$ cat src/design/bra_pkg.sv
package bra_pkg;

  localparam int BIT_W  = 11;
  localparam int BYTE_W = 8;

  localparam logic [BYTE_W-1:0] CFG_RESET = 8'd128;

  localparam logic [2:0] KIND_ALLOC     = 3'd0;
  localparam logic [2:0] KIND_MARK_USED = 3'd1;
  localparam logic [2:0] KIND_MARK_FREE = 3'd2;
  localparam logic [2:0] KIND_FILL_USED = 3'd3;
  localparam logic [2:0] KIND_FILL_FREE = 3'd4;
  localparam logic [2:0] KIND_TEST      = 3'd5;

  typedef struct packed {
    logic [2:0]  kind;
    logic [9:0]  start_bit;
    logic [10:0] run_length;
    logic        search_down;
  } item_t;

  typedef struct packed {
    logic        ok;
    logic [9:0]  run_start;
    logic [10:0] run_size;
    logic        bit_value;
    logic [10:0] used_count;
  } res_t;

  typedef struct packed {
    logic [BIT_W-1:0] run;
    logic [BIT_W-1:0] first;
  } scan_state_t;

  typedef struct packed {
    logic              rd_en;
    logic              wr_en;
    logic [BYTE_W-1:0] wr_data;
  } mem_ctl_t;

endpackage

$ cat src/design/bra_map_mem.sv
module bra_map_mem #(
  parameter int DEPTH = 128,
  parameter int AW    = 7
) (
  input  logic          clk,
  input  logic          rd_en,
  input  logic [AW-1:0] rd_addr,
  output logic [7:0]    rd_data,
  input  logic          wr_en,
  input  logic [AW-1:0] wr_addr,
  input  logic [7:0]    wr_data
);

  logic [7:0] mem [DEPTH];

  always_ff @(posedge clk) begin
    if (wr_en) begin
      mem[wr_addr] <= wr_data;
    end
  end

  always_ff @(posedge clk) begin
    if (rd_en) begin
      rd_data <= mem[rd_addr];
    end
  end

endmodule

$ cat src/design/bra_byte_scan.sv
module bra_byte_scan (
  input  logic [7:0]                data,
  input  logic [7:0]                byte_idx,
  input  logic [10:0]               bound,
  input  logic                      down,
  input  logic [10:0]               count,
  input  bra_pkg::scan_state_t      st_in,
  output logic                      found,
  output bra_pkg::scan_state_t      st_out
);

  import bra_pkg::*;

  // Walk the eight bits of one byte in scan order; stop at the bit that closes the run.
  always_comb begin
    scan_state_t st;
    logic        hit;
    logic [2:0]  j;
    logic [10:0] b;
    logic        act;
    st  = st_in;
    hit = 1'b0;
    for (int s = 0; s < 8; s++) begin
      j   = down ? 3'(7 - s) : 3'(s);
      b   = {byte_idx, j};
      act = down ? (b <= bound) : (b >= bound);
      if (act && !hit) begin
        if (data[j]) begin
          st.run = '0;
        end else begin
          if (down || st.run == '0) begin
            st.first = b;
          end
          st.run = st.run + 11'd1;
        end
        if (st.run == count) begin
          hit = 1'b1;
        end
      end
    end
    found  = hit;
    st_out = st;
  end

endmodule

$ cat src/design/bra_seq.sv
module bra_seq #(
  parameter int MAP_BYTES = 128,
  parameter int AW        = 7
) (
  input  logic                  clk,
  input  logic                  rst,
  input  logic                  item_take,
  input  bra_pkg::item_t        item,
  input  logic [7:0]            bytes_in_use,
  input  logic                  out_free,
  output logic                  busy,
  output logic                  res_valid,
  output bra_pkg::res_t         res,
  output bra_pkg::mem_ctl_t     mem_ctl,
  output logic [AW-1:0]         rd_addr,
  output logic [AW-1:0]         wr_addr,
  input  logic [7:0]            rd_data
);

  import bra_pkg::*;

  localparam logic [2:0] ST_CLEAR = 3'd0;
  localparam logic [2:0] ST_IDLE  = 3'd1;
  localparam logic [2:0] ST_SCAN  = 3'd2;
  localparam logic [2:0] ST_APPLY = 3'd3;
  localparam logic [2:0] ST_DONE  = 3'd4;

  localparam logic [AW-1:0] CLR_LAST = AW'(MAP_BYTES - 1);

  logic [2:0]        state;
  logic [AW-1:0]     clr_cnt;
  logic [2:0]        kind;
  logic [10:0]       start;
  logic [10:0]       count;
  logic              down;
  logic [7:0]        eff;
  logic [7:0]        idx;
  logic              issuing;
  logic              pend;
  logic [7:0]        pend_idx;
  logic [10:0]       scan_bound;
  scan_state_t       scan_st;
  logic              apply_en;
  logic              set_bits;
  logic [10:0]       lo;
  logic [11:0]       hi_end;
  logic              ok;
  logic              bv;
  logic [10:0]       used;
  logic [9:0]        rs;
  logic [10:0]       rsize;

  logic [7:0]        eff_in;
  logic [10:0]       l_in;
  logic [10:0]       start_in;
  logic [10:0]       dn_bound;
  logic [11:0]       mark_end;
  logic [7:0]        eff_m1;
  logic [7:0]        scan_last;
  logic              scan_hit;
  scan_state_t       scan_st_new;
  logic [7:0]        mask;
  logic [7:0]        new_byte;
  logic [3:0]        pop;

  assign eff_in    = (int'(bytes_in_use) > MAP_BYTES) ? 8'(MAP_BYTES) : bytes_in_use;
  assign l_in      = {eff_in, 3'b000};
  assign start_in  = {1'b0, item.start_bit};
  assign dn_bound  = (start_in < l_in) ? start_in : l_in - 11'd1;
  assign mark_end  = {1'b0, start_in} + {1'b0, item.run_length};
  assign eff_m1    = eff - 8'd1;
  assign scan_last = down ? 8'd0 : eff_m1;

  bra_byte_scan u_scan (
    .data     (rd_data),
    .byte_idx (pend_idx),
    .bound    (scan_bound),
    .down     (down),
    .count    (count),
    .st_in    (scan_st),
    .found    (scan_hit),
    .st_out   (scan_st_new)
  );

  // Range mask for the byte now returning, then the modified byte and its set bits.
  always_comb begin
    logic [10:0] b;
    for (int j = 0; j < 8; j++) begin
      b       = {pend_idx, 3'(j)};
      mask[j] = apply_en && (b >= lo) && ({1'b0, b} < hi_end);
    end
    new_byte = set_bits ? (rd_data | mask) : (rd_data & ~mask);
    pop      = '0;
    for (int j = 0; j < 8; j++) begin
      pop = pop + {3'b000, new_byte[j]};
    end
  end

  always_comb begin
    mem_ctl.rd_en   = ((state == ST_SCAN) || (state == ST_APPLY)) && issuing;
    rd_addr         = AW'(idx);
    mem_ctl.wr_en   = (state == ST_CLEAR) || ((state == ST_APPLY) && pend);
    wr_addr         = (state == ST_CLEAR) ? clr_cnt : AW'(pend_idx);
    mem_ctl.wr_data = (state == ST_CLEAR) ? 8'h00 : new_byte;
  end

  always_ff @(posedge clk) begin
    if (rst) begin
      state   <= ST_CLEAR;
      clr_cnt <= '0;
      issuing <= 1'b0;
      pend    <= 1'b0;
    end else begin
      unique case (state)
        ST_CLEAR: begin
          if (clr_cnt == CLR_LAST) begin
            state <= ST_IDLE;
          end else begin
            clr_cnt <= clr_cnt + 1'b1;
          end
        end
        ST_IDLE: begin
          if (item_take) begin
            kind     <= item.kind;
            start    <= start_in;
            count    <= item.run_length;
            down     <= item.search_down;
            eff      <= eff_in;
            scan_st  <= '0;
            ok       <= 1'b0;
            bv       <= 1'b0;
            used     <= '0;
            rs       <= '0;
            rsize    <= '0;
            apply_en <= 1'b0;
            set_bits <= 1'b0;
            lo       <= '0;
            hi_end   <= '0;
            pend     <= 1'b0;
            issuing  <= 1'b1;
            idx      <= '0;
            state    <= (eff_in == 8'd0) ? ST_DONE : ST_APPLY;
            priority if (item.kind == KIND_ALLOC) begin
              if (l_in != '0 && item.run_length != '0) begin
                if (item.search_down) begin
                  idx        <= dn_bound[10:3];
                  scan_bound <= dn_bound;
                  state      <= ST_SCAN;
                end else if (start_in < l_in) begin
                  idx        <= start_in[10:3];
                  scan_bound <= start_in;
                  state      <= ST_SCAN;
                end
              end
            end else if (item.kind == KIND_MARK_USED || item.kind == KIND_MARK_FREE) begin
              if (mark_end <= {1'b0, l_in}) begin
                ok       <= 1'b1;
                apply_en <= 1'b1;
                set_bits <= (item.kind == KIND_MARK_USED);
                lo       <= start_in;
                hi_end   <= mark_end;
              end
            end else if (item.kind == KIND_FILL_USED || item.kind == KIND_FILL_FREE) begin
              ok       <= 1'b1;
              apply_en <= 1'b1;
              set_bits <= (item.kind == KIND_FILL_USED);
              hi_end   <= {1'b0, l_in};
            end else if (item.kind == KIND_TEST) begin
              ok <= (start_in < l_in);
            end
          end
        end
        ST_SCAN: begin
          if (issuing) begin
            pend     <= 1'b1;
            pend_idx <= idx;
            if (idx == scan_last) begin
              issuing <= 1'b0;
            end else begin
              idx <= down ? idx - 8'd1 : idx + 8'd1;
            end
          end else begin
            pend <= 1'b0;
          end
          if (pend) begin
            scan_st <= scan_st_new;
            if (scan_hit) begin
              ok       <= 1'b1;
              apply_en <= 1'b1;
              set_bits <= 1'b1;
              lo       <= scan_st_new.first;
              hi_end   <= {1'b0, scan_st_new.first} + {1'b0, count};
              rs       <= scan_st_new.first[9:0];
              rsize    <= count;
            end
            if (scan_hit || pend_idx == scan_last) begin
              state   <= ST_APPLY;
              idx     <= '0;
              issuing <= 1'b1;
              pend    <= 1'b0;
            end
          end
        end
        ST_APPLY: begin
          if (issuing) begin
            pend     <= 1'b1;
            pend_idx <= idx;
            if (idx == eff_m1) begin
              issuing <= 1'b0;
            end else begin
              idx <= idx + 8'd1;
            end
          end else begin
            pend <= 1'b0;
          end
          if (pend) begin
            used <= used + {7'b0, pop};
            if (kind == KIND_TEST && ok && pend_idx == start[10:3]) begin
              bv <= rd_data[start[2:0]];
            end
            if (pend_idx == eff_m1) begin
              state <= ST_DONE;
            end
          end
        end
        ST_DONE: begin
          if (out_free) begin
            state <= ST_IDLE;
          end
        end
        default: begin
          state <= ST_IDLE;
        end
      endcase
    end
  end

  assign busy          = (state != ST_IDLE);
  assign res_valid     = (state == ST_DONE) && out_free;
  assign res.ok        = ok;
  assign res.run_start = rs;
  assign res.run_size  = rsize;
  assign res.bit_value = bv;
  assign res.used_count = used;

endmodule

$ cat src/design/bitmap_run_allocator_top.sv
// Each item walks the E effective bytes of the map, E = min(bytes_in_use, MAP_BYTES),
//   in a read-modify-write pass; a scanning allocate first reads the bytes it scans.
// The read port gives one byte a cycle; a new item is taken only once the sequencer
//   has handed the last result to the output. With E = 0 an item skips the map.
// Reset (synchronous, active high): a clearing pass zeroes the map, one byte a cycle,
//   with in_stall high; bytes_in_use returns to 128 at once.
module bitmap_run_allocator_top #(
  parameter int MAP_BYTES = 128
) (
  input  logic        clk,
  input  logic        rst,
  input  logic        in_valid,
  output logic        in_stall,
  input  logic [2:0]  kind,
  input  logic [9:0]  start_bit,
  input  logic [10:0] run_length,
  input  logic        search_down,
  output logic        out_valid,
  input  logic        out_stall,
  output logic        ok,
  output logic [9:0]  run_start,
  output logic [10:0] run_size,
  output logic        bit_value,
  output logic [10:0] used_count,
  input  logic        cfg_we,
  input  logic [7:0]  cfg_wdata
);

  import bra_pkg::*;

  localparam int AW = (MAP_BYTES > 1) ? $clog2(MAP_BYTES) : 1;

  logic [7:0]    bytes_in_use;
  item_t         item;
  res_t          seq_res;
  res_t          out_res;
  logic          seq_busy;
  logic          seq_res_valid;
  logic          out_free;
  logic          item_take;
  mem_ctl_t      mem_ctl;
  logic [AW-1:0] rd_addr;
  logic [AW-1:0] wr_addr;
  logic [7:0]    rd_data;

  // Byte-count register: user writes only while the block holds no item; not enforced.
  always_ff @(posedge clk) begin
    if (rst) begin
      bytes_in_use <= CFG_RESET;
    end else if (cfg_we) begin
      bytes_in_use <= cfg_wdata;
    end
  end

  // Take a new item whenever the sequencer is idle, even while a result waits at the output.
  assign in_stall  = seq_busy;
  assign item_take = in_valid && !seq_busy;

  assign item.kind        = kind;
  assign item.start_bit   = start_bit;
  assign item.run_length  = run_length;
  assign item.search_down = search_down;

  // The output slot is free when empty or being drained this cycle.
  assign out_free = !out_valid || !out_stall;

  bra_seq #(
    .MAP_BYTES (MAP_BYTES),
    .AW        (AW)
  ) u_seq (
    .clk          (clk),
    .rst          (rst),
    .item_take    (item_take),
    .item         (item),
    .bytes_in_use (bytes_in_use),
    .out_free     (out_free),
    .busy         (seq_busy),
    .res_valid    (seq_res_valid),
    .res          (seq_res),
    .mem_ctl      (mem_ctl),
    .rd_addr      (rd_addr),
    .wr_addr      (wr_addr),
    .rd_data      (rd_data)
  );

  // Usage map: one byte a bit group, synchronous read, read-modify-write from the sequencer.
  bra_map_mem #(
    .DEPTH (MAP_BYTES),
    .AW    (AW)
  ) u_map (
    .clk     (clk),
    .rd_en   (mem_ctl.rd_en),
    .rd_addr (rd_addr),
    .rd_data (rd_data),
    .wr_en   (mem_ctl.wr_en),
    .wr_addr (wr_addr),
    .wr_data (mem_ctl.wr_data)
  );

  // Output register: load a finished item, drop it once taken.
  always_ff @(posedge clk) begin
    if (rst) begin
      out_valid <= 1'b0;
    end else if (seq_res_valid) begin
      out_valid <= 1'b1;
    end else if (!out_stall) begin
      out_valid <= 1'b0;
    end
  end

  always_ff @(posedge clk) begin
    if (seq_res_valid) begin
      out_res <= seq_res;
    end
  end

  assign ok         = out_res.ok;
  assign run_start  = out_res.run_start;
  assign run_size   = out_res.run_size;
  assign bit_value  = out_res.bit_value;
  assign used_count = out_res.used_count;

  // A result never overwrites one that is still stalled.
  assert property (@(posedge clk) disable iff (rst)
    seq_res_valid |-> (!out_valid || !out_stall))
    else $error("result loaded over a stalled item");

  // An accepted item makes the block busy on the next cycle.
  assert property (@(posedge clk) disable iff (rst)
    (in_valid && !in_stall) |=> in_stall)
    else $error("block not busy after taking an item");

  // The used count never exceeds the bits in use.
  assert property (@(posedge clk) disable iff (rst)
    out_valid |-> (used_count <= {bytes_in_use, 3'b000}))
    else $error("used count beyond valid bits");

endmodule

$ cat config.mk
export PLATFORM = sky130hd
export DESIGN_NAME = bitmap_run_allocator_top
export DESIGN_NICKNAME = d
export VERILOG_FILES = /design/src/design/bra_pkg.sv /design/src/design/bra_map_mem.sv /design/src/design/bra_byte_scan.sv /design/src/design/bra_seq.sv /design/src/design/bitmap_run_allocator_top.sv
export SDC_FILE = /design/constraint.sdc
export NUM_CORES = 2
export LEC_CHECK = 0
export BUFFER_PORTS_ARGS = -buffer_cell sky130_fd_sc_hd__clkbuf_2
export CAP_MARGIN = 20
export CORE_AREA = 2 2 456 458
export DETAILED_ROUTE_END_ITERATION = 10
export DIE_AREA = 0 0 458 460
export SLEW_MARGIN = 40
export SYNTH_ARGS = -nofsm -noshare
export SYNTH_HDL_FRONTEND = slang
export SYNTH_SLANG_ARGS = --single-unit
$ cat constraint.sdc
create_clock -name clk -period 22.7 [get_ports clk]
set_input_delay 0 -clock clk [delete_from_list [all_inputs] [get_ports clk]]
set_output_delay 0 -clock clk [all_outputs]
set_load 0.01 [all_outputs]
=== Yosys cells after proc, flatten, opt, wreduce, memory -nomap -nowiden ===
Memories as Yosys holds them, arrays and structs flattened. A register that Yosys moved wholly into a read port is not among the register bits.
Index checks and enable logic that the tools add are counted.

* Memories kept: 1
* Bits in registers: 196
* RAM bits: 1024

* Order comparisons: 44
* Reductions and logical operators: 83
* Equality and inequality tests: 37
* Muxes and demuxes: 192
* Bitwise logic cells: 5
* Add/sub/neg operators: 23

{| class="wikitable"
|+ Memories
! name !! words !! width !! read ports !! clocked after memory_dff !! write ports !! line !! source
|-
| u_map.mem || 128 || 8 || 1 || 1 || 1 || bra_map_mem.sv:14 || <nowiki>logic [7:0] mem [DEPTH];</nowiki>
|}

{| class="wikitable"
|+ Operators with widths
! operator !! count
|-
| $mux 11 || 45
|-
| $mux 22 || 10
|-
| $ge 11x11->1 || 16
|-
| $mux 8 || 15
|-
| $lt 11x12->1 || 8
|-
| $add 11x1->11 const B || 8
|-
| $eq 11x11->1 || 8
|-
| $le 11x11->1 || 8
|-
| $logic_not 11->1 || 8
|-
| $mux 12 || 6
|-
| $mux 1 || 67
|-
| $pmux 11 s2 || 3
|-
| $mux 3 || 20
|-
| $pmux 22 s2 || 1
|-
| $mux 10 || 4
|-
| $lt 3x4->1 const B || 9
|-
| $eq 8x8->1 || 4
|-
| $logic_and 1x1->1 || 30
|-
| $bmux 1 s3 || 9
|-
| $add 4x1->4 || 6
|-
| $pmux 12 s2 || 1
|-
| $pmux 8 s3 || 1
|-
| $reduce_bool 11->1 || 2
|-
| $pmux 10 s2 || 1
|-
| 40 further kinds || 94
|}

=== Logic depth before layout (Yosys ltp) ===
* Depth in word-level cells: 54
* Mapped depth: 82
* Depth with buffers taken out: 69

=== By module ===
Synthesis repeated with hierarchy kept, for this count alone.

* Cell total of the unflattened synthesis: 4274
* Area, all modules: 61232.5 µm²

{| class="wikitable"
|+ Modules (own cells, without submodules)
! module !! times used !! cells an instance !! area each (µm²)
|-
| bra_map_mem || 1 || 1635 || 39741.9
|-
| bra_byte_scan || 1 || 1642 || 10333.7
|-
| bra_seq || 1 || 932 || 9806.9
|-
| bitmap_run_allocator_top || 1 || 65 || 1350.0
|}

=== Least setup slack after synthesis ===
OpenSTA, ideal clock, no wires.

* Path kind: flip-flop to flip-flop
* Start point: reg u_seq.down
* End point: reg u_seq.apply_en, enable pin
* Period minus slack after synthesis: 16.372 ns
* Cell stages (with the launch flop): 67
* Path slack: 6.328 ns
* Data arrival time: 15.965 ns
* Buffers on the path: 14
* Setup time: 0.408 ns
* Path through: edfxtp_1 > buf_6 > clkbuf_1 > inv_1 > clkbuf_1 > buf_1 > ha_1 > buf_2 > o21bai_1 > a21oi_1 > nor2_4 > or4b_1 > buf_4 > nand2_2 > buf_2 > buf_2 > nand2_1 > o21ai_0 > [31 not listed] > or3_1 > mux2i_1 > and4_1 > o32ai_1 > a2111oi_4 > and4_1 > buf_6 > nor4_1 > a21oi_1 > inv_1 > ha_1 > or4_1 > nor2_1 > nor3_1 > a221o_1 > or4_4 > o41ai_4 > o21a_1

* Word-level cells in the longest chain between the ends: 41
* Elaborated cells on any way between the ends: 118
* Classes of those cells: 7 x add/sub; 16 x order compare; 9 x eq/ne; 71 x mux; 15 x reduce/logical

{| class="wikitable"
|+ Ends and longest elaborated chain
! item !! line !! source
|-
| start: declaration || bra_seq.sv:35 || <nowiki>logic down;</nowiki>
|-
| start signal: assignment || bra_seq.sv:127 || <nowiki>down <= item.search_down;</nowiki>
|-
| parallel branches: the longest is 38 deep, another holds $ge 11x11->1 || - ||
|-
| $mux 1 * || bra_byte_scan.sv:27 || <nowiki>if (act && !hit) begin</nowiki>
|-
| $ne 2x1->1 (no source line) * || - ||
|-
| $reduce_and 5->1 (no source line) * || - ||
|-
| end signal: assignment || bra_seq.sv:135 || <nowiki>apply_en <= 1'b0;</nowiki>
|-
| end signal: assignment || bra_seq.sv:158 || <nowiki>apply_en <= 1'b1;</nowiki>
|-
| end signal: assignment || bra_seq.sv:165 || <nowiki>apply_en <= 1'b1;</nowiki>
|-
| end: declaration || bra_seq.sv:43 || <nowiki>logic apply_en;</nowiki>
|}

Every way passes the cells marked *. The select of a mux whose other input is x is not followed.
A chain may end at the register's enable or synchronous reset.

==> impl_metrics.ini <==
[synth]
ys_types = 137
synthTopCellsByCount = 1207 x edfxtp_1, 390 x nor2_1, 268 x nand2_1
ys_seq_elements = 1228
ys.flop_type = edfxtp_1
synthCells = 4618
yosysTopAreaCell = edfxtp_1
synthTopCellsByArea = edfxtp_1 59%, mux4_2 6.7%, mux2i_1 3.2%, nor2_1 2.4%, ha_1 1.9%
synth_fp_nets = 4758
synth-edff-count = 1207
synth.top_cell.area_share_pct = 58.90
synth.most_common_cell = edfxtp_1
netlist_area_mm2 = 0.06154
async_reset_ff_share_pct = 0
yosysSeqAreaShare_pct = 59.58
syn_avg_cell_area_um2 = 13.33
yosysWarnings = 0

[min_path]
min_path_type = input port to flop
min_to = u_seq.kind[1]
min_path_cells = 2
min_from = kind[1]

[floorplan]
core_area_mm2 = 0.2060
die_x_um = 458
dieArea_mm2 = 0.2107
die_h_um = 460
std_cell_rows = 167
start_util_pct = 29.87
ios = 74

[detailed_routing]
drc = 0
first_pass_iters = 9
dr.first_iter.drc_count = 4868
routed_wl_mm = 192.4
ant_nets = 0
num_vias = 42090
via_per_inst = 5.621
wl_per_cell_um = 25.69

[power_and_ir_drop]
p_per_area_mw_per_mm2 = 89.77
p_leak_uw = 0.02278
vdd_drop_max_uv = 82.99

[placed_design]
dp_cells = 7209
placed_area_mm2 = 0.06494
dp_hpwl_mm = 125.4
port_buffers = 73
place.gp.congestion = 0.9616
pre_cts_ws_ns = 3.487

[timing]
finalSetupTns_ns = 0
worst_slack_ns = 3.128
worst_pin_slew_ns = 0.9914
relSlewSlack_pct = 33.67
rsz0062_at_grt = no
finalSetupViolCount = 0
whs_ns = 0.1576
finalCritPeriodShare_pct = 86.22
maxSlewViolCount = 0
worst_clock_skew_ns = 0.06114
fmax_ghz = 0.05109
min_period_ns = 19.57
final_hold_viol_count = 0

[cts]
clk_path_buf_depth = 3
cts_tree = done
cts_root_buf = clkbuf_16
cts.htree.levels = 3
cts.sinks = 1228
numCtsBuffers = 118
cts.reportedPaths.clkPinSlew_ns = 0.06
clock_latency_ns = 0.77

[run]
maxCapViolations = 0

[cells_and_area]
finalNonFillerCells = 7487
layout-drive-gt1-share_pct = 16.44
fin_area_mm2 = 0.06943
areaGrowthSynthToFinish_pct = 12.82
nets = 4823

[critical_path]
r2r-start = u_seq.down
cp_max_fo = 51
critPathMostFrequentCell = a21oi_1
crit_path_end_kind = flop
cpMaxStageDelayCell = or4b_1
critPathArrivalTime_ns = 20.02
cp-start-kind = flop
cpPeakStageDelay_ns = 0.88
reg2reg_setup_slack_ns = 3.13
critPathKind = flop to flop
reg2reg_to = u_seq.hi_end[10]
cp.required_ns = 23.15
rr_worst_depth = 63

[global_routing]
grt_pass1_vias = 41000
antenna_found_initial = 6
grt_pass1_wl_mm = 281.2
globalRouteOverflowTotal = 0
gr-usage-all-layers_pct = 17.76
grt_max_degree = 109

[outcome]
outcome = completed
critical path: cells and delay by family, from the launching register on:
kind | cells | cell delay [ns]
muxes | 2 | 0.91
xor gates and xnor gates | 1 | 0.08
adders and majority gates | 5 | 1.83
AOI/OAI and AO/OA | 21 | 4.52
buffers and inverters | 6 | 1.36
and+or+nand+nor | 28 | 10.18
DFF | 1 | 0.32
registers in the layout, summed over array words and instances (netlist names), 10 cells and up:
| name | cells |
|---|---|
| run_size | 11 |
| run_start | 10 |
| u_map.mem | 1024 |
| u_seq.count | 11 |
| u_seq.hi_end | 12 |
| u_seq.lo | 11 |
| u_seq.rs | 10 |
| u_seq.rsize | 11 |
| u_seq.scan_bound | 11 |
| u_seq.scan_st | 22 |
| u_seq.start | 10 |
| u_seq.used | 11 |
| used_count | 11 |
cells by family (layout without fill, tap and decap cells):
| group | after synthesis | after routing | share of synthesized area [%] |
|---|---|---|---|
| other cells | 0 | 3 | 0 |
| buf+inv | 396 | 558 | 2.891 |
| simple gates | 1278 | 1278 | 10.51 |
| mux | 448 | 448 | 11.13 |
| xor+xnor | 142 | 142 | 2.102 |
| compound gates | 1023 | 1023 | 11.61 |
| fa+ha+maj | 103 | 103 | 2.175 |
| flops | 1228 | 1228 | 59.58 |
stage by stage:
step	total power [uW]	utilization [%]
after floorplan	3736	-
after global placement	4280	31.46
after detailed placement	4312	31.52
after CTS	6246	33.62
after global routing	6441	33.70
final	6232	33.70
placed cells by master, fill, tap and decap left out, types with 85 or more instances in the layout:
| cell type | synthesis | routed |
|---|---|---|
| mux4_2 | 182 | 182 |
| nor2_1 | 390 | 330 |
| nand2_1 | 268 | 260 |
| a21oi_1 | 232 | 229 |
| buf_4 | 24 | 85 |
| mux2i_1 | 199 | 195 |
| xnor2_1 | 98 | 98 |
| nand3_1 | 116 | 116 |
| clkbuf_16 | 0 | 119 |
| o21ai_0 | 152 | 150 |
| ha_1 | 95 | 95 |
| edfxtp_1 | 1207 | 1207 |
| inv_1 | 104 | 103 |
| nor3_1 | 98 | 96 |
worst max-delay path by stage:
stage | startpoint | to | slack (ns)
global route | u_seq.down | u_seq.hi_end[11] | 1.88
global placement | u_seq.down | u_seq.hi_end[11] | 3.85
CTS | u_seq.down | u_seq.hi_end[10] | 3.45
floorplan | u_seq.down | u_seq.apply_en | 6.33
finish | u_seq.down | u_seq.hi_end[10] | 3.13
detailed placement | u_seq.down | u_seq.hi_end[10] | 3.49
repair_timing:
action | in CTS | in global routing
hold endpoints to repair | 81 | 0
setup buffers | 0 | 0
resized for setup | 0 | 0
hold buffers | 58 | 0
layout make-up:
| class | instances | area, um2 |
|---|---|---|
| diodes | 3 | 7.507 |
| clock buffers | 153 | 3146 |
| clock inverters | 64 | 611.8 |
| fillers | 20010 | 136600 |
| inverters | 113 | 424.2 |
| multi-input cells | 2994 | 23410 |
| flip-flops and latches | 1228 | 36670 |
| well taps | 2704 | 3383 |
| repair buffers | 228 | 1780 |
layer usage:
metal,share of wire [%],global-route usage [%]
met1,42,23.86
met2,47,29.14
met3,6.7,2.626
met4,3.8,6.352
met5,0.021,0
where the power goes:
part | total, uW | internal (uW) | switching (uW) | leakage [uW]
logic | 1470 | 415 | 1050 | 0.00971
clock network | 1940 | 1060 | 883 | 0.00181
registers | 2820 | 2790 | 36.0 | 0.0113
Note: power is estimated with default switching activity, not from simulation.
